File: src/rtl/sclm_pkg.sv
// shared constants, types and command word tables for the command line matcher
package sclm_pkg;

  localparam int LINE_CAPACITY_DEF = 32;
  localparam int WORD_COUNT = 4;

  localparam logic [7:0] CH_CR = 8'd13;
  localparam logic [7:0] CH_LF = 8'd10;
  localparam logic [7:0] CH_NUL = 8'd0;

  localparam logic [2:0] CMD_NONE = 3'd0;
  localparam logic [2:0] CMD_ON = 3'd1;
  localparam logic [2:0] CMD_OFF = 3'd2;
  localparam logic [2:0] CMD_TOGGLE = 3'd3;
  localparam logic [2:0] CMD_HELP = 3'd4;
  localparam logic [2:0] CMD_UNKNOWN = 3'd5;

  // result of one word as seen by the line tracker
  typedef struct packed {
    logic       done;
    logic [2:0] cmd;
    logic       over;
  } line_res_t;

  // length of each command word
  function automatic logic [3:0] word_len(input logic [1:0] k);
    logic [3:0] len;
    unique case (k)
      2'd0: len = 4'd6;
      2'd1: len = 4'd7;
      2'd2: len = 4'd10;
      default: len = 4'd4;
    endcase
    return len;
  endfunction

  // character at position idx of command word k, zero past the end
  function automatic logic [7:0] word_char(input logic [1:0] k, input logic [3:0] idx);
    logic [7:0] c;
    c = 8'd0;
    unique case (k)
      2'd0: begin
        unique case (idx)
          4'd0: c = "l";
          4'd1: c = "e";
          4'd2: c = "d";
          4'd3: c = " ";
          4'd4: c = "o";
          4'd5: c = "n";
          default: c = 8'd0;
        endcase
      end
      2'd1: begin
        unique case (idx)
          4'd0: c = "l";
          4'd1: c = "e";
          4'd2: c = "d";
          4'd3: c = " ";
          4'd4: c = "o";
          4'd5: c = "f";
          4'd6: c = "f";
          default: c = 8'd0;
        endcase
      end
      2'd2: begin
        unique case (idx)
          4'd0: c = "l";
          4'd1: c = "e";
          4'd2: c = "d";
          4'd3: c = " ";
          4'd4: c = "t";
          4'd5: c = "o";
          4'd6: c = "g";
          4'd7: c = "g";
          4'd8: c = "l";
          4'd9: c = "e";
          default: c = 8'd0;
        endcase
      end
      default: begin
        unique case (idx)
          4'd0: c = "h";
          4'd1: c = "e";
          4'd2: c = "l";
          4'd3: c = "p";
          default: c = 8'd0;
        endcase
      end
    endcase
    return c;
  endfunction

endpackage

File: src/rtl/sclm_if.sv
// valid/ready channel interfaces for received and echoed words
interface sclm_in_if;
  logic       valid;
  logic       ready;
  logic [7:0] rx_char;

  modport source(output valid, output rx_char, input ready);
  modport sink(input valid, input rx_char, output ready);
endinterface

interface sclm_out_if;
  logic       valid;
  logic       ready;
  logic [7:0] echo_char;
  logic       line_done;
  logic [2:0] command;
  logic       too_long;
  logic       led_level;

  modport source(output valid, output echo_char, output line_done, output command,
                 output too_long, output led_level, input ready);
  modport sink(input valid, input echo_char, input line_done, input command,
               input too_long, input led_level, output ready);
endinterface

File: src/rtl/sclm_line.sv
// line tracker: length count, zero byte handling and incremental prefix match flags
module sclm_line #(
  parameter int LINE_CAPACITY = sclm_pkg::LINE_CAPACITY_DEF
) (
  input  logic                  clk,
  input  logic                  rst,
  input  logic                  take,
  input  logic [7:0]            ch,
  output sclm_pkg::line_res_t   res
);
  import sclm_pkg::*;

  localparam int CW = $clog2(LINE_CAPACITY);
  localparam logic [CW-1:0] COUNT_MAX = CW'(LINE_CAPACITY - 1);

  logic [CW-1:0]         char_count, char_count_next;
  logic [CW-1:0]         text_length, text_length_next;
  logic                  text_ended, text_ended_next;
  logic [WORD_COUNT-1:0] match_flags, match_flags_next;

  logic is_end;
  logic [2:0] found;

  assign is_end = (ch == CH_CR) || (ch == CH_LF);

  // lowest numbered full match wins
  always_comb begin
    found = CMD_UNKNOWN;
    for (int k = WORD_COUNT - 1; k >= 0; k--) begin
      if (match_flags[k] && (text_length == CW'(word_len(2'(k))))) begin
        found = 3'(k + 1);
      end
    end
  end

  always_comb begin
    char_count_next  = char_count;
    text_length_next = text_length;
    text_ended_next  = text_ended;
    match_flags_next = match_flags;
    res.done = is_end;
    res.cmd  = CMD_NONE;
    res.over = 1'b0;
    if (is_end) begin
      if (char_count != '0) begin
        res.cmd          = found;
        char_count_next  = '0;
        text_length_next = '0;
        text_ended_next  = 1'b0;
        match_flags_next = '1;
      end
    end else if (char_count < COUNT_MAX) begin
      char_count_next = char_count + 1'b1;
      if (!text_ended) begin
        if (ch == CH_NUL) begin
          text_ended_next = 1'b1;
        end else begin
          for (int k = 0; k < WORD_COUNT; k++) begin
            if ((text_length >= CW'(word_len(2'(k)))) ||
                (word_char(2'(k), text_length[3:0]) != ch)) begin
              match_flags_next[k] = 1'b0;
            end
          end
          text_length_next = text_length + 1'b1;
        end
      end
    end else begin
      res.over         = 1'b1;
      char_count_next  = '0;
      text_length_next = '0;
      text_ended_next  = 1'b0;
      match_flags_next = '1;
    end
  end

  always_ff @(posedge clk) begin
    if (rst) begin
      char_count  <= '0;
      text_length <= '0;
      text_ended  <= 1'b0;
      match_flags <= '1;
    end else if (take) begin
      char_count  <= char_count_next;
      text_length <= text_length_next;
      text_ended  <= text_ended_next;
      match_flags <= match_flags_next;
    end
  end

  a_len_le_count: assert property (@(posedge clk) disable iff (rst)
    text_length <= char_count)
    else $error("text length exceeds stored count");

  a_count_bound: assert property (@(posedge clk) disable iff (rst)
    char_count <= COUNT_MAX)
    else $error("line count beyond capacity");

  a_end_clears: assert property (@(posedge clk) disable iff (rst)
    take && res.cmd != CMD_NONE |=> char_count == '0 && match_flags == '1)
    else $error("line state not cleared after line end");

endmodule

File: src/rtl/serial_command_line_matcher_unit.sv
// top level: serial command line matcher with echo, LED control and result register
//
// One received word is accepted per cycle unless tx stalls, and it produces exactly one echoed
// word in the next cycle: the line tracker updates its count and prefix flags in a single pass,
// and the result sits in one output register. Input is taken whenever that register is empty
// or is being emptied in the same cycle, so with no tx stalls the sustained rate is one word per
// clock with no bubbles. A CR or LF ends the line; a non-empty line reports "led on", "led off",
// "led toggle", "help" or unknown, and the LED level follows the command. A line that
// would exceed LINE_CAPACITY-1 characters drops the word, clears and flags too_long.
module serial_command_line_matcher_unit #(
  parameter int LINE_CAPACITY = sclm_pkg::LINE_CAPACITY_DEF
) (
  input logic        clk,
  input logic        rst,
  sclm_in_if.sink    rx,
  sclm_out_if.source tx
);
  import sclm_pkg::*;

  line_res_t  res;
  logic       acc;
  logic       led, led_next;
  logic       ovalid;
  logic [7:0] o_char;
  logic       o_done;
  logic [2:0] o_cmd;
  logic       o_over;
  logic       o_led;

  assign rx.ready = !ovalid || tx.ready;
  assign acc      = rx.valid && rx.ready;

  sclm_line #(
    .LINE_CAPACITY(LINE_CAPACITY)
  ) u_line (
    .clk (clk),
    .rst (rst),
    .take(acc),
    .ch  (rx.rx_char),
    .res (res)
  );

  always_comb begin
    led_next = led;
    if (res.cmd == CMD_ON) begin
      led_next = 1'b1;
    end else if (res.cmd == CMD_OFF) begin
      led_next = 1'b0;
    end else if (res.cmd == CMD_TOGGLE) begin
      led_next = !led;
    end
  end

  always_ff @(posedge clk) begin
    if (rst) begin
      led    <= 1'b0;
      ovalid <= 1'b0;
    end else begin
      if (acc) begin
        led    <= led_next;
        ovalid <= 1'b1;
      end else if (tx.ready) begin
        ovalid <= 1'b0;
      end
    end
  end

  always_ff @(posedge clk) begin
    if (acc) begin
      o_char <= rx.rx_char;
      o_done <= res.done;
      o_cmd  <= res.cmd;
      o_over <= res.over;
      o_led  <= led_next;
    end
  end

  assign tx.valid     = ovalid;
  assign tx.echo_char = o_char;
  assign tx.line_done = o_done;
  assign tx.command   = o_cmd;
  assign tx.too_long  = o_over;
  assign tx.led_level = o_led;

  a_cmd_needs_end: assert property (@(posedge clk) disable iff (rst)
    ovalid && o_cmd != CMD_NONE |-> o_done)
    else $error("command reported without line end");

  a_over_excl: assert property (@(posedge clk) disable iff (rst)
    ovalid && o_over |-> !o_done && o_cmd == CMD_NONE)
    else $error("overflow combined with line end");

  a_led_only_cmd: assert property (@(posedge clk) disable iff (rst)
    acc && !res.done |=> led == $past(led))
    else $error("led changed without a line end");

  a_led_shown: assert property (@(posedge clk) disable iff (rst)
    acc |=> o_led == led)
    else $error("reported led level differs from kept level");

endmodule
File: src/flat_wrapper.sv
// flat-port wrapper written by rule: the top's interface ports become plain ports
module serial_command_line_matcher_unit_flat import sclm_pkg::*;
#(
  parameter int LINE_CAPACITY = sclm_pkg::LINE_CAPACITY_DEF
)
  (clk, rst, rx_valid, rx_rx_char, rx_ready, tx_valid, tx_echo_char, tx_line_done, tx_command, tx_too_long, tx_led_level, tx_ready);
  sclm_in_if rx_i ();
  sclm_out_if tx_i ();
  input logic clk;
  input logic rst;
  input wire logic [$bits(rx_i.valid)-1:0] rx_valid;
  input wire logic [$bits(rx_i.rx_char)-1:0] rx_rx_char;
  output wire logic [$bits(rx_i.ready)-1:0] rx_ready;
  output wire logic [$bits(tx_i.valid)-1:0] tx_valid;
  output wire logic [$bits(tx_i.echo_char)-1:0] tx_echo_char;
  output wire logic [$bits(tx_i.line_done)-1:0] tx_line_done;
  output wire logic [$bits(tx_i.command)-1:0] tx_command;
  output wire logic [$bits(tx_i.too_long)-1:0] tx_too_long;
  output wire logic [$bits(tx_i.led_level)-1:0] tx_led_level;
  input wire logic [$bits(tx_i.ready)-1:0] tx_ready;
  assign rx_i.valid = rx_valid;
  assign rx_i.rx_char = rx_rx_char;
  assign rx_ready = rx_i.ready;
  assign tx_valid = tx_i.valid;
  assign tx_echo_char = tx_i.echo_char;
  assign tx_line_done = tx_i.line_done;
  assign tx_command = tx_i.command;
  assign tx_too_long = tx_i.too_long;
  assign tx_led_level = tx_i.led_level;
  assign tx_i.ready = tx_ready;
  serial_command_line_matcher_unit #(.LINE_CAPACITY(LINE_CAPACITY)) u_core (.clk(clk), .rst(rst), .rx(rx_i), .tx(tx_i));
endmodule
File: config.mk
export PLATFORM = sky130hd
export DESIGN_NAME = serial_command_line_matcher_unit_flat
export DESIGN_NICKNAME = d
export VERILOG_FILES = /design/src/rtl/sclm_pkg.sv /design/src/rtl/sclm_if.sv /design/src/rtl/sclm_line.sv /design/src/rtl/serial_command_line_matcher_unit.sv /design/src/flat_wrapper.sv
export SDC_FILE = /design/constraint.sdc
export NUM_CORES = 1
export LEC_CHECK = 0
export BUFFER_PORTS_ARGS = -buffer_cell sky130_fd_sc_hd__clkbuf_2
export CAP_MARGIN = 0
export CORE_ASPECT_RATIO = 1.2
export CORE_MARGIN = 2
export CORE_UTILIZATION = 52
export DETAILED_ROUTE_END_ITERATION = 7
export HOLD_SLACK_MARGIN = 0.15
export PLACE_DENSITY = 0.84
export SYNTH_ARGS = -nofsm -noshare
export SYNTH_HDL_FRONTEND = slang
export SYNTH_SLANG_ARGS = --single-unit
File: constraint.sdc
create_clock -name clk -period 2.2 [get_ports clk]
set_clock_uncertainty 0.05 [all_clocks]
set_input_delay 0.55 -clock clk [delete_from_list [all_inputs] [get_ports clk]]
set_output_delay 0.55 -clock clk [all_outputs]
set_load 0.1 [all_outputs]
==> results of run 1 <==
[placed cells by master (no fill, tap or decap), drive strengths merged, types with 9 or more instances in the layout]
cell,instances
a21oi,18
buf,38
clkbuf,32
dfxtp,23
edfxtp,14
inv,18
nand2,10
nand3,12
nor2,26
nor3,10
nor4,9
o21ai,14
xnor2,9
[area by class of cell]
cell class	instances	area share [%]
sequential	37	30.29
tap	56	2.392
timing repair buffer	64	15.16
inverter	19	2.648
clock buffer	6	2.478
multi-input combinational	185	45.71
clock inverter	2	1.324
[path summary, 6_finish.rpt]
| kind | from | to | slack, ps | cells after the start |
|---|---|---|---|---|
| setup / recovery | u_core.u_line.char_count[0]$_SDFFE_PP0N_ | flop | 50 | 10 |
| hold / removal | u_core.u_line.match_flags[3]$_SDFFE_PP1P_ | u_core.u_line.match_flags[3]$_SDFFE_PP1P_ | 430 | 2 |
| setup reg to reg | u_core.u_line.char_count[0]$_SDFFE_PP0N_ | flop | 50 | 10 |
| hold reg to reg | u_core.u_line.match_flags[3]$_SDFFE_PP1P_ | u_core.u_line.match_flags[3]$_SDFFE_PP1P_ | 430 | 2 |
[kinds of logic (layout without fill, tap and decap cells)]
group | count (synthesis) | count (layout) | synth area share (%)
XOR/XNOR | 15 | 15 | 5.579
multiplexers | 3 | 3 | 1.275
AND/OR/NAND/NOR | 95 | 95 | 22.58
buffers and inverters | 37 | 91 | 8.767
flip-flops | 37 | 37 | 37.41
adder cells (fa/ha/maj) | 6 | 6 | 3.188
AO/OA/AOI/OAI | 66 | 66 | 21.20
[power by group]
part           internal [uW]  switching [uW]  total (uW)
logic                    156             296         451
clock network            340             247         587
registers                746            19.3         766
[metrics by stage]
step / utilization, % / setup TNS (ps) / worst slack, ps
floorplan: - / -762.5 / -168.1
finish: 68.21 / 0 / 54.75
global route: 68.21 / -128.8 / -56.84
CTS: 67.25 / 0 / 11.73
detailed placement: 64.60 / -998.8 / -188.9
global placement: 64.60 / -745.2 / -143.7
[worst reg2reg max path, stage by stage, from the launching register on]
cell,delay [ps]
dfxtp_1,320
inv_1,60
ha_1,180
nor4b_2,250
buf_4,180
o2111ai_4,160
buf_6,180
o311ai_2,130
xnor2_1,180
and2_1,170
and3b_1,180
[timing repair]
action | in CTS | in global routing
gates resized for setup | 1 | 10
setup endpoints to repair | 1 | 10
pin swaps | 0 | 4
[layer usage]
layer	routed length [um]	share of wire, %	track usage [%]	vias to the layer above
li1	-	-	-	1050
met5	0	0	0	-
met3	487	7.8	4.493	34
met4	247	4.0	13.13	0
met1	2433	39	28.65	1046
met2	3057	49	42.45	153
==> impl_metrics.tcl, run 1 <==
set metrics [dict create \
    status "completed" \
    syn_area_sq_um 2355 \
    post-route-period-util_pct 97.51 \
    crit_chain "inv_1 > ha_1 > nor4b_2 > buf_4 > o2111ai_4 > buf_6 > o311ai_2 > xnor2_1 > and2_1 > and3b_1" \
    place.gp.congestion 0.9520 \
    end_kind "flop" \
    dieArea_sq_um 5085 \
    drt-total-wl_um 6226 \
    first_pass_iters 5 \
    antenna_found_initial 0 \
    synth_cells 259 \
    holdWs_ps 431.9 \
    grt_pass1_vias 2185 \
    setup_viol 0 \
    fin_total_pwr_uw 1804 \
    fillCellCount 323 \
    synth_cell_types 69 \
    critical_path_class "flop to flop" \
    vias 2283 \
    yosysTopAreaCell "dfxtp_1" \
    synth_nets 277 \
    core-area_sq_um 4294 \
    htreeDepth 2 \
    tightest_slew_ps 616.2 \
    crit_path_start_kind "flop" \
    multiInputGateArea_sq_um 1339 \
    cts.sinks 37 \
    cap_violations 0 \
    die_y_um 77.72 \
    finish.net_count 330 \
    synth.most_common_cell "nor2_1" \
    place_area_sq_um 2774 \
    ys_warn_count 0 \
    synth_top_area_share_pct 19.55 \
    fmax_mhz 466.1 \
    ys_seq_area_share_pct 37.41 \
    track_usage_pct 24.71 \
    avgRoutedWirePerCell_um 16.87 \
    area.growth.synth_to_final_pct 24.39 \
    cp.required_ps 2340 \
    cts_root_buf "clkbuf_8" \
    start_util_pct 54.84 \
    syn_area_per_cell_sq_um 9.092 \
    ys_ff_latch 37 \
    synth-async-reset-ratio_pct 0 \
    hpwl_um 4273 \
    cp.buffers_inverters 3 \
    seq_area_sq_um 887.1 \
    grt_pass1_wl_um 9853 \
    hold_viol_final 0 \
    grt_max_degree 20 \
    synthTopCellsByCount "26 x nor2_1, 23 x dfxtp_1, 18 x inv_1" \
    layout-drive-gt1-share_pct 33.87 \
    hp-class "flop to flop" \
    crit_arrival_ps 2280 \
    diodes 0 \
    clk_pin_slew_ps 70 \
    overflow 0 \
    hold_buffers 0 \
    drc 0 \
    period_minus_slack_ps 2145 \
    die_w_um 65.43 \
    drtIter0Drc 361 \
    insertion_delay_ps 290 \
    p_leak_uw 0.001185 \
    cts_tree "done" \
    slowest_delay_ps 320 \
    viasPerCell 6.187 \
    relSlewSlack_pct 58.87 \
    p_per_area_nw_per_um2 616.0 \
    io_pins 28 \
    ir_drop_mv 0.3175 \
    cts_buffers 5 \
    drtAntennaViolNets 0 \
    cp_top_family "simple AND/OR/NAND/NOR gates" \
    portBuffers 27 \
    post-cts-setup-buffer-count 0 \
    synth_enable_flop_cells 14 \
    synth_top_flop_cell "dfxtp_1" \
    worst-path-max-fanout 5 \
    rows 26 \
    stdcell_count 369 \
    final_area_sq_um 2929 \
    cts_max_path_buffers 2 \
    dp_cells 361 \
    synth.area.top_cells "dfxtp_1 20%, edfxtp_1 18%, nor2_1 4.1%, a21oi_1 3.6%, xnor2_1 3.3%" \
    maxSlewViolCount 0 \
    cp_slowest_cell "dfxtp_1" \
]
(Power assumes the default switching activity.)
==> run 2: changes to the inputs <==
--- a/config.mk
+++ b/config.mk
@@ -6,9 +6,7 @@
 export NUM_CORES = 1
 export LEC_CHECK = 0
 export BUFFER_PORTS_ARGS = -buffer_cell sky130_fd_sc_hd__clkbuf_2
-export CAP_MARGIN = 0
 export CORE_ASPECT_RATIO = 1.2
-export CORE_MARGIN = 2
 export CORE_UTILIZATION = 52
 export DETAILED_ROUTE_END_ITERATION = 7
 export HOLD_SLACK_MARGIN = 0.15
==> constraint.sdc (replaced) <==
create_clock -name clk -period 1.7 [get_ports clk]
set_clock_uncertainty 0.05 [all_clocks]
set_input_delay 0.425 -clock clk [delete_from_list [all_inputs] [get_ports clk]]
set_output_delay 0.425 -clock clk [all_outputs]
set_load 0.1 [all_outputs]
==> run 2 against run 1 <==
Compared with the run above: the run now ends with setup timing left; total power up 37%; final area up 25%; sequential cell count unchanged; routed wire length increased by 78%; clock power is 8.0% higher; die area decreased by 5.6%; sequential share of layout area shrank 5.8 points; count of clock-buffer cells in the layout shrank 1; fmax shrank 2.0%; global-route usage increased by 15 points; hold slack got worse by 110 ps; critical path type unchanged; highest routed layer unchanged.
==> impl_metrics.tcl, run 2 (synthesis gave the netlist of run 1 again) <==
set metrics [dict create \
    fillCellCount 186 \
    setup_ws_ps -489.9 \
    diodes 0 \
    htreeDepth 2 \
    holdWs_ps 319.3 \
    cts_tree "done" \
    post-route-period-util_pct 128.8 \
    r2r_end "u_core.u_line.match_flags[1]$_SDFFE_PP1P_" \
    io_pins 28 \
    rr_startpoint "u_core.u_line.text_length[1]$_SDFFE_PP0N_" \
    vias 3012 \
    cts_root_buf "clkbuf_8" \
    slowest_delay_ps 500 \
    first_pass_iters 6 \
    avgRoutedWirePerCell_um 26.59 \
    drtIter0Drc 666 \
    hp-class "input pin to flop" \
    core-area_sq_um 4294 \
    end_kind "flop" \
    cp_slowest_cell "or3b_2" \
    setup_viol 25 \
    antenna_found_initial 0 \
    insertion_delay_ps 310 \
    hold_viol_final 0 \
    clk_pin_slew_ps 80 \
    crit_arrival_ps 2370 \
    dieArea_sq_um 4803 \
    r2r_slack_ps -490 \
    cts.sinks 37 \
    rsz0062_at_grt "true" \
    portBuffers 27 \
    failed_checks "setup timing" \
    track_usage_pct 39.66 \
    critical_path_class "flop to flop" \
    drtAntennaViolNets 0 \
    layout-drive-gt1-share_pct 54.57 \
    crit_path_start_kind "flop" \
    die_w_um 63.43 \
    cts_max_path_buffers 2 \
    tightest_slew_ps 582.7 \
    die_y_um 75.72 \
    place.gp.congestion 0.9709 \
    min_from "rx_rx_char[0]" \
    min_path_cells 1 \
    area.growth.synth_to_final_pct 55.31 \
    drt-total-wl_um 11090 \
    final_common_cell "buf_4" \
    relSlewSlack_pct 60.79 \
    p_per_area_nw_per_um2 675.3 \
    hold_buffers 0 \
    status "finished, violations left" \
    crit_chain "ha_4 > or3b_2 > nor2_1 > mux2i_1 > o22ai_1 > a41oi_1 > o21ai_1" \
    finish.net_count 378 \
    cap_violations 0 \
    worst-path-max-fanout 4 \
    maxSlewViolCount 0 \
    cp.required_ps 1880 \
    grt_pass1_wl_um 13880 \
    min_to "u_core.tx.echo_char[0]$_DFFE_PP_" \
    period_minus_slack_ps 2190 \
    dp_cells 398 \
    grt_max_degree 15 \
    setup_tns_ps -5931 \
    fmax_mhz 456.6 \
    grt_pass1_vias 2672 \
    viasPerCell 7.223 \
    mostFrequentLayoutCells "76 x buf_4, 23 x clkbuf_2, 22 x nor2_1" \
    p_leak_uw 0.001477 \
    drc 0 \
    reg2regPathDepth 7 \
    rows 26 \
    start_util_pct 54.84 \
    ir_drop_mv 0.5811 \
    stdcell_count 417 \
    overflow 0 \
    hpwl_um 5051 \
    cts_buffers 5 \
]
run 2: cell types whose count changed in the layout (fill, tap and decap cells not counted), sizes merged:
cell / previous run / this run
buf: 38 / 86
bufinv: 1 / 0
clkbuf: 32 / 31
clkinv: 1 / 2
clkinvlp: 1 / 2
run 2: where the power goes:
| part | total [uW] | switching (uW) | internal, uW |
|---|---|---|---|
| registers | 1000 | 34.4 | 966 |
| clock network | 634 | 351 | 283 |
| logic | 835 | 525 | 310 |
| total | 2470 | 910 | 1560 |
run 2: what timing repair did:
item                                    in CTS  in global routing
endpoints found under the setup margin      26                 25
pin swaps                                   22                 15
buffers inserted                             6                  7
gates resized for setup                     72                 21
run 2: cell type report:
cell class	instances	area, sq um	share of cell area (%)
Clock buffer	5	68.82	1.882
Multi-Input combinational cell	185	1662	45.43
Tap cell	56	70.07	1.916
Inverter	19	85.08	2.326
Sequential cell	37	897.1	24.53
Timing Repair Buffer	112	857.1	23.43
Clock inverter	3	17.52	0.4790
run 2: routing by layer:
layer	vias to the layer above	wire [um]	GRT usage (%)	share of wire, %
met2	353	4982	70.57	45
met5	-	0	0	0
met3	146	1370	9.731	12
li1	1148	-	-	-
met1	1365	3582	42.15	32
met4	0	1151	27.02	10
run 2: worst max path at each step:
stage | startpoint | to | slack (ps) | cells after the start
3_3_place_gp | rx_rx_char[2] | flop | -510 | 9
3_5_place_dp | rx_rx_char[0] | flop | -590 | 7
5_1_grt | u_core.u_line.text_length[1]$_SDFFE_PP0N_ | u_core.u_line.match_flags[1]$_SDFFE_PP1P_ | -570 | 7
4_1_cts | u_core.u_line.char_count[1]$_SDFFE_PP0N_ | flop | -270 | 8
6_report | u_core.u_line.text_length[1]$_SDFFE_PP0N_ | u_core.u_line.match_flags[1]$_SDFFE_PP1P_ | -490 | 7
2_1_floorplan | u_core.tx.valid$_SDFFE_PP0P_ | flop | -630 | 7
run 2: critical path, delay by kind of cell, from the launching register on:
kind                       cells  cell delay (ps)
and+or+nand+nor                2              670
AOI/OAI and AO/OA              3              660
DFF                            1              410
adders and majority gates      1              180
muxes                          1              140
run 2: metrics by stage:
stage	utilization (%)	worst slack, ps	total power, uW	instance area [sq um]
final	85.17	-489.9	2470	3657
after CTS	82.05	-271.8	2321	3523
after global routing	85.17	-566.3	2514	3657
after floorplan	-	-631.8	1436	2416
after detailed placement	71.36	-594.1	1634	3064
after global placement	71.36	-510.0	1613	3064
